[src/hw/rtl/cpcp_pkg.sv]
// Package for the circle pair collision push block: beat types and constants.
package cpcp_pkg;

  // Clamp for the center distance, 4.0 in Q.8.
  localparam logic [16:0] MIN_DIST = 17'd1024;
  // Time step after reset, 1.0 in Q8.8.
  localparam logic [15:0] TIME_STEP_RESET = 16'd256;
  // Root width and radicand width of the square root.
  localparam int SQRT_RW = 17;
  localparam int SQRT_VW = 34;
  // Quotient bits produced by each divider.
  localparam int DIV_QW = 30;

  typedef struct packed {
    logic signed [23:0] first_x;
    logic signed [23:0] first_y;
    logic        [15:0] first_radius;
    logic        [15:0] first_mass;
    logic signed [23:0] second_x;
    logic signed [23:0] second_y;
    logic        [15:0] second_radius;
    logic        [15:0] second_mass;
  } in_t;

  typedef struct packed {
    logic               overlap;
    logic signed [23:0] first_dvx;
    logic signed [23:0] first_dvy;
    logic signed [23:0] second_dvx;
    logic signed [23:0] second_dvy;
  } out_t;

endpackage

[src/hw/rtl/cpcp_sqrt.sv]
// Pipelined integer square root, one root bit per stage.
module cpcp_sqrt #(
  parameter int VW = cpcp_pkg::SQRT_VW,
  parameter int RW = cpcp_pkg::SQRT_RW,
  parameter int SW = 1
) (
  input  logic          clk,
  input  logic          rst,
  input  logic          en,
  input  logic          vld_in,
  input  logic [VW-1:0] radicand,
  input  logic [SW-1:0] side_in,
  output logic          vld_out,
  output logic [RW-1:0] root,
  output logic [SW-1:0] side_out
);

  logic [VW-1:0] rem   [RW+1];
  logic [RW-1:0] rt    [RW+1];
  logic [SW-1:0] side  [RW+1];
  logic          vld   [RW+1];

  assign rem[0]  = radicand;
  assign rt[0]   = '0;
  assign side[0] = side_in;
  assign vld[0]  = vld_in;

  // Try each root bit from the top; keep remainder = radicand - root^2.
  for (genvar k = 0; k < RW; k++) begin : g_stage
    localparam int I = RW - 1 - k;
    logic [VW:0] trial;
    assign trial = ((VW+1)'(rt[k]) << (I + 1)) + ((VW+1)'(1) << (2 * I));

    always_ff @(posedge clk) begin
      if (rst) begin
        vld[k+1] <= 1'b0;
      end else if (en) begin
        vld[k+1] <= vld[k];
      end
    end

    always_ff @(posedge clk) begin
      if (en) begin
        if ({1'b0, rem[k]} >= trial) begin
          rem[k+1] <= rem[k] - trial[VW-1:0];
          rt[k+1]  <= rt[k] | (RW'(1) << I);
        end else begin
          rem[k+1] <= rem[k];
          rt[k+1]  <= rt[k];
        end
        side[k+1] <= side[k];
      end
    end
  end

  assign vld_out  = vld[RW];
  assign root     = rt[RW];
  assign side_out = side[RW];

endmodule

[config.mk]
export PLATFORM = sky130hd
export DESIGN_NAME = cpcp_sqrt
export DESIGN_NICKNAME = d
export VERILOG_FILES = /design/src/hw/rtl/cpcp_pkg.sv /design/src/hw/rtl/cpcp_sqrt.sv
export SDC_FILE = /design/constraint.sdc
export NUM_CORES = 1
export LEC_CHECK = 0
export ABC_AREA = 1
export BUFFER_PORTS_ARGS = -buffer_cell sky130_fd_sc_hd__buf_4
export CAP_MARGIN = 20
export CELL_PAD_IN_SITES_DETAIL_PLACEMENT = 0
export CELL_PAD_IN_SITES_GLOBAL_PLACEMENT = 1
export CORE_MARGIN = 1.5
export CORE_UTILIZATION = 42
export CTS_CLUSTER_DIAMETER = 60
export DETAILED_ROUTE_END_ITERATION = 12
export PLACE_DENSITY = 0.81
export SYNTH_ARGS = -nofsm -noshare
export SYNTH_HDL_FRONTEND = slang
export SYNTH_SLANG_ARGS = --single-unit
[constraint.sdc]
create_clock -name clk -period 1.9 [get_ports clk]
set_input_delay 0.285 -clock clk [delete_from_list [all_inputs] [get_ports clk]]
set_output_delay 0.285 -clock clk [all_outputs]
set_load 0.01 [all_outputs]
Yosys cells after proc, flatten, opt, wreduce, memory -nomap -nowiden
Index checks and enable logic that the tools add are counted.
- add/subtract/negate cells: 32
- $lt $le $gt $ge: 17
- multiplexer cells: 17
- operators by type and width (operator ; number):
    $mux 34 ; 16
    $add 33x31->34 const B ; 1
    $ge 34x19->1 ; 1
    $ge 34x20->1 ; 1
    $ge 34x21->1 ; 1
    $ge 34x22->1 ; 1
    $ge 34x23->1 ; 1
    $ge 34x24->1 ; 1
    $ge 34x25->1 ; 1
    $ge 34x26->1 ; 1
    $ge 34x27->1 ; 1
    $ge 34x28->1 ; 1
    $ge 34x29->1 ; 1
    $ge 34x30->1 ; 1
    $ge 34x31->1 ; 1
    $ge 34x32->1 ; 1
    $ge 34x33->1 ; 1
    $ge 34x33->1 const B ; 1
    $ge 34x34->1 ; 1
    $sub 34x20->34 ; 1
    $sub 34x21->34 ; 1
    $sub 34x22->34 ; 1
    $sub 34x23->34 ; 1
    $sub 34x24->34 ; 1
    other kinds (27) ; 27
- register bits after elaboration: 867
- input bits: 39
- output and inout port bits: 19
- logic and storage cells: 149

Longest topological paths before layout
- depth after elaboration: 3
- gate-level depth with buffers: 16
- gate-level depth less buffers: 15

Least setup slack after synthesis
OpenSTA, ideal clock, no wires.
- kind: register to register
- start: reg rem[433] (netlist name)
- end: reg rem[399] (netlist name), data pin
- setup time: 0.252 ns
- arrival: 1.747 ns
- data required time: 1.648 ns
- setup slack: -0.099 ns
- cell stages (with the launch flop): 9
- buffers on the path: 1
- path through: edfxtp_1 -> ha_1 -> a21oi_2 -> nand2_1 -> a211oi_4 -> nand2_2 -> buf_6 -> nand2_1 -> nand2_1
- word-level cells in the longest chain between the ends: 2
- elaborated cells on any way between the ends: 3
- RTL lines (what ; RTL line ; RTL):
    start, declared ; cpcp_sqrt.sv:18 ; logic [VW-1:0] rem [RW+1];
    start signal, assigned by index ; cpcp_sqrt.sv:45 ; rem[k+1] <= rem[k] - trial[VW-1:0];
    start signal, assigned by index ; cpcp_sqrt.sv:48 ; rem[k+1] <= rem[k];
    $sub 34x30->34 / $ge 34x30->1 (equally long branches) ; cpcp_sqrt.sv:45, cpcp_sqrt.sv:44 ;
    $mux 34 * ; cpcp_sqrt.sv:44 ; if ({1'b0, rem[k]} >= trial) begin
Mark *: on every way between the ends. The rest lies on a longest branch, timed or not.
A chain may end at the register's enable or synchronous reset.

Final worst setup path
- start: reg rem[255] (netlist name)
- end: reg rem[222] (netlist name), data pin
- word-level cells in the longest chain between the ends: 2
- elaborated cells on any way between the ends: 3
- RTL lines (what ; RTL line):
    $sub 34x25->34 / $ge 34x25->1 (equally long branches) ; cpcp_sqrt.sv:45, cpcp_sqrt.sv:44
    $mux 34 * ; cpcp_sqrt.sv:44
Marked as above.

==> metrics.md <==
| Metric | Value |
|---|---|
| Slew headroom | `0.6769` |
| P_leak | `26.45 nW` |
| Count leader, synth | `nand2_1` |
| Vias in the first global route | `33.35k` |
| WP data required | `2300 ps` |
| Yosys cell types | `56` |
| Area occupied by multi-input gates | `20690 sq um` |
| IO Pins | `58` |
| Main flop type after synthesis | `edfxtp_1` |
| GRT Total Usage | `0.2328` |
| Cells after synthesis | `4307` |
| HP Class | `in -> reg` |
| WL final | `121.7 mm` |
| Critical Path Sink Type | `flip-flop` |
| Port Buffers | `57` |
| Post-Synthesis Cell Area | `39400 sq um` |
| Final Hold Vio Count | `0` |
| Leading area contributor after synthesis | `edfxtp_1` |
| Vias | `35.05k` |
| Synth top area share | `0.5442` |
| VDD IR max | `0.8929 mV` |
| Top cells by area, synth | `edfxtp_1 (54%), nand2_1 (13%), inv_1 (6.1%)` |
| Yosys reg bits | `731` |
| Register area | `21780 sq um` |
| Final worst slack | `-329.0 ps` |
| Initial DRC Count | `2740` |
| Pins Over Slew Limit | `0` |
| Number of diodes | `0` |
| Post-synth top cells | `nand2_1 (1332), edfxtp_1 (714), inv_1 (639)` |
| Max-cap violations | `0` |
| CTS tree | `built` |
| Die Span Y | `309.3 microns` |
| Slowest stage delay, CP | `470 ps` |
| DIE AREA | `95640 sq um` |
| Outcome | `finished, violations left` |
| Sequential share of the synthesized area | `0.5529` |
| Failing checks | `negative setup slack` |
| Slowest library cell on the worst path | `edfxtp_1` |
| Avg Cell Area, Syn | `9.147 sq um` |
| Vias per cell | `5.030` |
| Final setup viols | `269` |
| CTS sink count | `731` |
| Setup TNS | `-44970 ps` |
| Starting density of the core | `0.4227` |
| Worst setup SP type | `flip-flop` |
| First-pass detailed-route iteration total | `6` |
| Die X-Extent | `309.3 microns` |
| Gp weighted congestion | `0.9489` |
| Num CTS Buffers | `85` |
| Crit-path cells | `ha_4 -> nand2_4 -> inv_2 -> nand4_1 -> nor3_2 -> nand2_1 -> nand2_2 -> nor2_4 -> buf_12 -> clkbuf_16 -> nand2_2 -> o21ai_2` |
| Util after Layout | `0.6487` |
| CTS H-tree lvls | `3` |
| Pin count of the biggest net entering global routing | `38` |
| Maximum clock path buffer count | `3` |
| Layout area overhead | `53.45%` |
| Core box area | `93190 sq um` |
| Post-synth EDFFs | `714` |
| Worst Max-Slew Pin Slew | `482.8 ps` |
| DPL Wire Length | `80.20 mm` |
| Clk_skew | `55.74 ps` |
| WL/cell | `17.47 microns` |
| Yosys Warn Count | `0` |
| GR Overflow Total | `0` |
| Final period util | `1.173` |
| Layout cell share with drive strength beyond 1 | `0.4632` |
| Worst path most repeated cell | `nand2_2` |
| Clock Pin Slew Worst Setup and Hold Paths | `60 ps` |
| RSZ-0062 raised after global routing | `true` |
| Post-route ant nets | `0` |
| Drt drc | `0` |
| Synth async-reset ratio | `0` |
| Fmax | `448.6 MHz` |
| Worst Path Max Fanout | `6` |
| Fin nets | `5852` |
| P per Cell Area | `965.9 nW/um^2` |
| CTS Root Buffer Type | `clkbuf_16` |
| CP Data Arrival Time | `2630 ps` |
| Critical path type | `reg -> reg` |
| Syn Nets | `4512` |
| First-pass GRT wire length | `174.0 mm` |
| Clk_lat worst skew | `690 ps` |
| Row cnt | `112` |
| Antenna violations before repair | `0` |
| Final Critical Period | `2229 ps` |
| Fillers | `6734` |
[state kept, by name, summed over array words and instances (netlist names)]
| name | cells |
|---|---|
| side_out | 1 |
| vld | 16 |
| rt | 136 |
| side | 16 |
| vld_out | 1 |
| root | 17 |
| rem | 544 |
[logic make-up after synthesis]
| logic type | synth area share |
|---|---|
| compound gates | 0.05250 |
| simple gates | 0.2435 |
| xor+xnor | 0.02823 |
| flops | 0.5529 |
| fa+ha+maj | 0.05272 |
| buf+inv | 0.07016 |
[placed cells by master (no fill, tap or decap), types with 74 or more instances in the layout]
master and count:
nand2_2 349, nand2_1 856, buf_4 1080, inv_2 149, nand2_4 145, clkbuf_16 91, buf_6 96, ha_4 117
nor2_2 74, xor2_1 80, inv_1 476, nand3_1 178, nor2_1 306, edfxtp_1 714, a21oi_2 92
[final timing paths]
path	start	to	slack [ps]	depth (start not counted)
max	rem[255]	rem[222]	-330	12
min	en	rem[261]	30	1
max reg2reg	rem[255]	rem[222]	-330	12
min reg2reg	side[2]	side[1]	420	0
[stage by stage]
stage	worst slack, ps	instances	total power [W]	hold slack, ps	instance area [sq um]
final	-329.0	6968	0.05839	33.51	60450
after global routing	-417.3	6968	0.06099	28.58	60450
after CTS	-197.4	6817	0.05531	3.450	56430
after detailed placement	-483.7	6420	0.03545	404.5	48400
after global placement	-426.6	6420	0.03526	400.2	48400
after floorplan	-1.262	4307	0.02884	383.9	40080
[critical path: cells and delay by family (launching register included)]
kind	cells	cell delay, ps
AOI/OAI and AO/OA	1	60
buffers and inverters	3	350
DFF	1	470
and+or+nand+nor	7	740
adders and majority gates	1	340
[where the power goes]
part | internal, W | switching [W]
sequential | 0.0201 | 0.00146
clock | 0.0103 | 0.00708
combinational | 0.00923 | 0.0102
total | 0.0396 | 0.0187
[layout make-up]
type / count / share of cell area
well taps: 1254 / 0.02596
clock buffers: 97 / 0.03593
repair buffers: 1276 / 0.1785
flip-flops and latches: 731 / 0.3603
inverters: 649 / 0.04220
multi-input cells: 2897 / 0.3422
clock inverters: 57 / 0.01339
repair inverters: 7 / 0.001470
[routing by layer]
| layer | global-route usage | share of wire |
|---|---|---|
| met4 | 0.07980 | 0.030 |
| met2 | 0.4056 | 0.51 |
| met5 | 0 | 0 |
| met1 | 0.2980 | 0.41 |
| met3 | 0.03026 | 0.051 |
[timing repair]
item	in CTS	in global routing
resized for setup	806	785
endpoints found under the setup margin	278	283
hold endpoints to repair	53	0
cloned	17	11
hold buffers	39	0
pin swaps	289	337
setup buffers	194	149
No activity file was read; power rests on OpenSTA's default activity.
