==> config.mk <==
export PLATFORM = sky130hd
export DESIGN_NAME = cpcp_div
export DESIGN_NICKNAME = d
export VERILOG_FILES = /design/src/hw/rtl/cpcp_pkg.sv /design/src/hw/rtl/cpcp_div.sv
export SDC_FILE = /design/constraint.sdc
export NUM_CORES = 2
export LEC_CHECK = 0
export ABC_AREA = 1
export BUFFER_PORTS_ARGS = -buffer_cell sky130_fd_sc_hd__buf_2
export CORE_ASPECT_RATIO = 0.9
export CORE_MARGIN = 2
export CORE_UTILIZATION = 58
export CTS_CLUSTER_SIZE = 30
export DETAILED_ROUTE_END_ITERATION = 16
export HOLD_SLACK_MARGIN = 0.06
export PLACE_DENSITY = 0.88
export SYNTH_ARGS = -nofsm -noshare
export SYNTH_HDL_FRONTEND = slang
export SYNTH_SLANG_ARGS = --single-unit
export TNS_END_PERCENT = 20
==> constraint.sdc <==
create_clock -name clk -period 2.2 [get_ports clk]
set_clock_uncertainty 0.2 [all_clocks]
set_input_delay 0.44 -clock clk [delete_from_list [all_inputs] [get_ports clk]]
set_output_delay 0.44 -clock clk [all_outputs]
set_load 0.03 [all_outputs]
==> src/hw/rtl/cpcp_pkg.sv <==
// Package for the circle pair collision push block: beat types and constants.
package cpcp_pkg;

  // Clamp for the center distance, 4.0 in Q.8.
  localparam logic [16:0] MIN_DIST = 17'd1024;
  // Time step after reset, 1.0 in Q8.8.
  localparam logic [15:0] TIME_STEP_RESET = 16'd256;
  // Root width and radicand width of the square root.
  localparam int SQRT_RW = 17;
  localparam int SQRT_VW = 34;
  // Quotient bits produced by each divider.
  localparam int DIV_QW = 30;

  typedef struct packed {
    logic signed [23:0] first_x;
    logic signed [23:0] first_y;
    logic        [15:0] first_radius;
    logic        [15:0] first_mass;
    logic signed [23:0] second_x;
    logic signed [23:0] second_y;
    logic        [15:0] second_radius;
    logic        [15:0] second_mass;
  } in_t;

  typedef struct packed {
    logic               overlap;
    logic signed [23:0] first_dvx;
    logic signed [23:0] first_dvy;
    logic signed [23:0] second_dvx;
    logic signed [23:0] second_dvy;
  } out_t;

endpackage

==> src/hw/rtl/cpcp_div.sv <==
// Pipelined restoring divider, one quotient bit per stage.
module cpcp_div #(
  parameter int NW = 32,
  parameter int DW = 16,
  parameter int QW = cpcp_pkg::DIV_QW,
  parameter int SW = 1
) (
  input  logic          clk,
  input  logic          rst,
  input  logic          en,
  input  logic          vld_in,
  input  logic [NW-1:0] num,
  input  logic [DW-1:0] den,
  input  logic [SW-1:0] side_in,
  output logic          vld_out,
  output logic [QW-1:0] quot,
  output logic [SW-1:0] side_out
);

  localparam int WW = DW + QW;

  logic [NW-1:0] rem  [QW+1];
  logic [DW-1:0] dv   [QW+1];
  logic [QW-1:0] q    [QW+1];
  logic [SW-1:0] side [QW+1];
  logic          vld  [QW+1];

  assign rem[0]  = num;
  assign dv[0]   = den;
  assign q[0]    = '0;
  assign side[0] = side_in;
  assign vld[0]  = vld_in;

  // Subtract the shifted divisor where it fits, from the top quotient bit down.
  for (genvar k = 0; k < QW; k++) begin : g_stage
    localparam int I = QW - 1 - k;
    logic [WW-1:0] rem_w;
    logic [WW-1:0] shd;
    logic [WW-1:0] diff;
    assign rem_w = WW'(rem[k]);
    assign shd   = WW'(dv[k]) << I;
    assign diff  = rem_w - shd;

    always_ff @(posedge clk) begin
      if (rst) begin
        vld[k+1] <= 1'b0;
      end else if (en) begin
        vld[k+1] <= vld[k];
      end
    end

    always_ff @(posedge clk) begin
      if (en) begin
        if (rem_w >= shd) begin
          rem[k+1] <= diff[NW-1:0];
          q[k+1]   <= q[k] | (QW'(1) << I);
        end else begin
          rem[k+1] <= rem[k];
          q[k+1]   <= q[k];
        end
        dv[k+1]   <= dv[k];
        side[k+1] <= side[k];
      end
    end
  end

  assign vld_out  = vld[QW];
  assign quot     = q[QW];
  assign side_out = side[QW];

endmodule

==> results of run 1 <==
cell usage after synthesis, types with 30 or more instances:
cell type	n
o21ai_0	135
nor4_1	60
nand3_1	570
ha_1	389
a21oi_1	353
a21oi_2	48
dfxtp_1	30
xnor2_1	76
nor3_1	84
nand3b_1	54
nand4_1	170
xor2_1	153
o21bai_1	36
nor2_1	784
nand2_1	2796
o21ai_1	48
edfxtp_1	1887
buf_4	47
inv_1	1377
what timing repair did:
item,CTS
endpoints found under the hold margin,396
hold buffers,95
gates cloned,17
buffers inserted,156
gates resized for setup,658
pin swaps,179
endpoints found under the setup margin,515
kinds of logic after synthesis:
logic type	share of synthesized area
AND/OR/NAND/NOR	0.207
buffers and inverters	0.0644
XOR/XNOR	0.0213
adder cells (fa/ha/maj)	0.0579
flip-flops	0.608
AO/OA/AOI/OAI	0.0417
metal layers:
metal	overflow	global-route usage
met1	0	0.573
met2	2	0.730
met3	0	0.424
met4	9	0.490
met5	0	0.276
stage by stage:
| step | setup slack (ns) | utilization | instances | hold slack (ns) |
|---|---|---|---|---|
| CTS | -0.240 | 0.753 | 13800 | 0.0612 |
| detailed placement | -0.586 | 0.680 | 13200 | 0.205 |
| global placement | -0.505 | 0.680 | 13200 | 0.200 |
| floorplan | -0.0737 | - | 9387 | 0.200 |
==> impl_results.md, run 1 <==
* Status: stopped before the end
* Last stage: 5_1_grt
* Tool error: [ERROR GRT-0232] Routing congestion too high. Check the congestion heatmap in the GUI.
* CTS Root Cell: clkbuf_16
* Clock buffer count from CTS at 186
* Synth area leaders: edfxtp_1 (60%), nand2_1 (11%), inv_1 (5.5%)
* H-tree depth at 4
* Post-DP HPWL at 186000 um
* Die Span X at between 400 and 500 um
* Syn_area_per_cell at around 10 um2
* Port Buf Inserts at 84
* Worst EP Category: sequential cell input
* Post-synth top area cell: edfxtp_1
* Worst_ep grt: g_stage[17].rem_w[26]$_DFFE_PP_/D
* Synth warn at 0
* Post-Syn Area at 94200 um2
* Ys async rst share at 0
* CTS Sinks at ~1900
* Rows at 140
* GR Overflow Total at 11
* Post-Synthesis Cells at roughly 9400
* Die height at 386 um
* DP Area at 110000 um2
* Clock Path Buffers at 3
* Seq/Total Area, Yosys at 0.608
* Yosys top cell area share at 0.602
* Mapped Nets at 9858
* Starting Density at 0.583
* Post-synth top flop: edfxtp_1
* Largest net degree at the start of global routing at 112
* #FFs+latches synth at ~1900
* Synth unique cells at 57
* IO Pins at between 80 and 90
* Number of flops mapped to enable cells by yosys at around 1900
* GR Util All Layers at 0.565
* Routability cong. at about 0.96
==> run 2: changes to the inputs <==
--- a/config.mk
+++ b/config.mk
@@ -7,13 +7,10 @@
 export LEC_CHECK = 0
 export ABC_AREA = 1
 export BUFFER_PORTS_ARGS = -buffer_cell sky130_fd_sc_hd__buf_2
-export CORE_ASPECT_RATIO = 0.9
 export CORE_MARGIN = 2
-export CORE_UTILIZATION = 58
-export CTS_CLUSTER_SIZE = 30
+export CORE_UTILIZATION = 40
 export DETAILED_ROUTE_END_ITERATION = 16
-export HOLD_SLACK_MARGIN = 0.06
-export PLACE_DENSITY = 0.88
+export PLACE_DENSITY_LB_ADDON = 0.15
 export SYNTH_ARGS = -nofsm -noshare
 export SYNTH_HDL_FRONTEND = slang
 export SYNTH_SLANG_ARGS = --single-unit
==> constraint.sdc (replaced) <==
create_clock -name clk -period 2.9 [get_ports clk]
set_clock_uncertainty 0.2 [all_clocks]
set_input_delay 0.58 -clock clk [delete_from_list [all_inputs] [get_ports clk]]
set_output_delay 0.58 -clock clk [all_outputs]
set_load 0.03 [all_outputs]
==> impl_results.md, run 2 <==
* Status: complete, no violations (was stopped before the end)
* Antenna violations before repair at 4
* Post-Synthesis Cells at 9387 (unchanged)
* H-tree depth at 4 (unchanged)
* Per-cell routed wire length at approximately 17 um
* Number of cells on the worst reg-to-reg path at 9
* Post-Syn Area at 94200 um2 (unchanged)
* Routability cong. at 0.923 (was 0.956)
* CTS Root Cell: clkbuf_16 (unchanged)
* Largest net degree at the start of global routing at 89
* RR Startpoint: g_stage[21].rem_w[23]
* Starting Density at 0.401 (was 0.583)
* #FFs+latches synth at 1917 (unchanged)
* Die Span X at 489 um (was 429 um)
* Final period utilization at 0.973
* RSZ-0062 raised after global routing: yes
* Reg-to-Reg End: g_stage[22].rem_w[11]
* Synth area leaders: edfxtp_1 (60%), nand2_1 (11%), inv_1 (5.5%) (unchanged)
* Clk network pwr share at 0.304
* Most common cell in the synthesized netlist: nand2_1 (unchanged)
* DRT iter0 DRCs at 4712
* Drt total wl at 228000 um
* Leakage at 45.7 nW
* Final Slew Violations at 0
* Crit Path Max Fanout at 10
* Crit start category: flop
* CP max stage cell: ha_1
* Critical-path cell list: ha_1 > nand2_1 > nor2_1 > and2_1 > nand4_1 > nand2_1 > nor2_4 > buf_12 > o21ai_1
* CP max stage delay at 0.41 ns
* Filler instances at 22100
* Worst endpoint data arrival time at 3.23 ns
* Synth unique cells at 57 (unchanged)
* Flop-to-flop setup slack at 0.08 ns
* Port Buf Inserts at 84 (unchanged)
* Worst Path Required at 3.30 ns
* Mapped Nets at 9858 (unchanged)
* CTS tree: done
* Post-synth top cells: nand2_1 (2796), edfxtp_1 (1887), inv_1 (1377) (unchanged)
* Fin Setup TNS at 0 ns
* PD cells at about 820 nW/um2
* End-of-flow core utilization at 0.457
* Post-route ant nets at 0
* Setup violations, final at 0
* Post-synth top area cell: edfxtp_1 (unchanged)
* DP Cell Count at 12700 (was 13200)
* Vias per inst at approximately 4.9
* Die Footprint at approximately 240000 um2
* Vias in the first global route at between 60000 and 70000
* Final net count at slightly above 10000
* Hold Crit Start: q[137]
* Psw at 29.6 mW
* Worst slew pin tran at 0.828 ns
* IO Pins at 85 (unchanged)
* Synth warn at 0 (unchanged)
* Clock buffer count from CTS at 212 (was 186)
* Crit path buffers/inverters at 1
* Fmax at 354 MHz
* Ys async rst share at 0 (unchanged)
* MaxCap Viol Count at 0
* Syn_area_per_cell at 10.0 um2 (unchanged)
* Switching share of power at 0.336
* Final cell count without fillers at 13200
* Worst-path clk slew at about 0.06 ns
* Top cell family by delay on the critical path: simple AND/OR/NAND/NOR gates
* Post-DP HPWL at 176000 um (was 186000 um)
* Critical path type: reg -> reg
* Seq/Total Area, Yosys at 0.608 (unchanged)
* Area added between synthesis and finish at 14.0%
* Hold Path Class: reg -> reg
* Combinational Power Share at 0.269
* Yosys top cell area share at 0.602 (unchanged)
* Max reg flops at 928
* Sequential power share at 0.427
* Core Footprint at 235000 um2
* Tmin final at approximately 2.8 ns
* Worst Hold Depth at 0
* Clock Path Buffers at 3 (unchanged)
* Design area at 107000 um2
* Hold EP: q[107]
* Number of flops mapped to enable cells by yosys at 1887 (unchanged)
* Rows at 178 (was 140)
* Worst VDD drop at 0.532 mV
* Post-synth top flop: edfxtp_1 (unchanged)
* DP Area at 99600 um2 (was 110000 um2)
* Stages on the worst setup path at 9
* Detailed Routing Iterations Pass 1 at 6
* First-pass GRT wire length at 354000 um
* DRC at 0
* Pint at 58.6 mW
* Worst skew pair latency at 0.89 ns
* Commonest cells after routing, fill and taps aside: nand2_1 (2795), edfxtp_1 (1887), inv_1 (1376)
* CTS Sinks at 1917 (unchanged)
* Final hold violations at 0
* Die height at 489 um (was 386 um)
* Total number of vias at ~64000
* Most common cell after layout, fill and taps aside: nand2_1
* CP endpoint kind: flop
* GR Overflow Total at 0
* Slew margin rel. at 0.447
* GR Util All Layers at 0.190
* Share of layout cells above drive strength 1 at 0.0796
* Cell repeated most along the worst path: nand2_1
[run 2: cell counts after synthesis]
No cell type changed its count.
[run 2: layout make-up]
class	instances	area [um2]	area share
antenna	3	7.51	0.0000699
clock buffer	248	5480	0.0511
clock inverter	151	1620	0.0151
inverter	1389	5230	0.0487
multi-input combinational	5972	30900	0.288
sequential	1917	57300	0.533
tap	3150	3940	0.0367
timing repair buffer	336	2950	0.0275
[run 2: how the worst max path moves through the flow]
stage	endpoint	slack, ns	start
2_1_floorplan	g_stage[13].rem_w[30]	0.55	g_stage[12].rem_w[17]
3_3_place_gp	g_stage[22].rem_w[11]	-0.07	g_stage[21].rem_w[23]
3_5_place_dp	g_stage[22].rem_w[11]	-0.11	g_stage[21].rem_w[23]
4_1_cts	g_stage[22].rem_w[11]	0.04	g_stage[21].rem_w[23]
5_1_grt	g_stage[28].rem_w[9]	-0.009	dv[48]
6_report	g_stage[22].rem_w[11]	0.08	g_stage[21].rem_w[23]
[run 2: through the flow]
step	hold WS [ns]	power [mW]	setup WS, ns
2_1_floorplan	0.200	53.5	0.554
3_3_place_gp	0.201	61.7	-0.0744
3_5_place_dp	0.205	61.7	-0.115
4_1_cts	0.107	89.1	0.0406
5_1_grt	0.156	93.7	-0.00937
6_report	0.192	88.2	0.0775
[run 2: timing repair]
action	in CTS	in global routing
pin swaps	1	2
hold buffers	54	0
hold endpoints to repair	107	0
setup endpoints to repair	3	59
cloned	1	0
setup buffers	0	4
resized for setup	2	12
[run 2: routing by layer]
layer	share of wire	track usage	vias up
met3	0.042	0.0264	328
li1	-	-	32200
met2	0.49	0.333	1268
met5	0	0	-
met1	0.44	0.245	30100
met4	0.026	0.0549	0
[run 2: power groups by stage]
stage / logic [mW] / registers (mW) / clock network (mW)
2_1_floorplan: 16.9 / 36.6 / 0
3_3_place_gp: 23.5 / 38.3 / 0
3_5_place_dp: 23.5 / 38.3 / 0
4_1_cts: 23.7 / 37.7 / 27.7
5_1_grt: 26.9 / 38.0 / 28.8
6_report: 23.7 / 37.7 / 26.8
[run 2: cells by family after synthesis]
| group | Yosys count | share of synthesized area |
|---|---|---|
| AO/OA/AOI/OAI | 687 | 0.0417 |
| flip-flops | 1917 | 0.608 |
| adder cells (fa/ha/maj) | 418 | 0.0579 |
| buffers and inverters | 1499 | 0.0644 |
| XOR/XNOR | 229 | 0.0213 |
| AND/OR/NAND/NOR | 4637 | 0.207 |
Note: power is estimated with default switching activity, not from simulation.
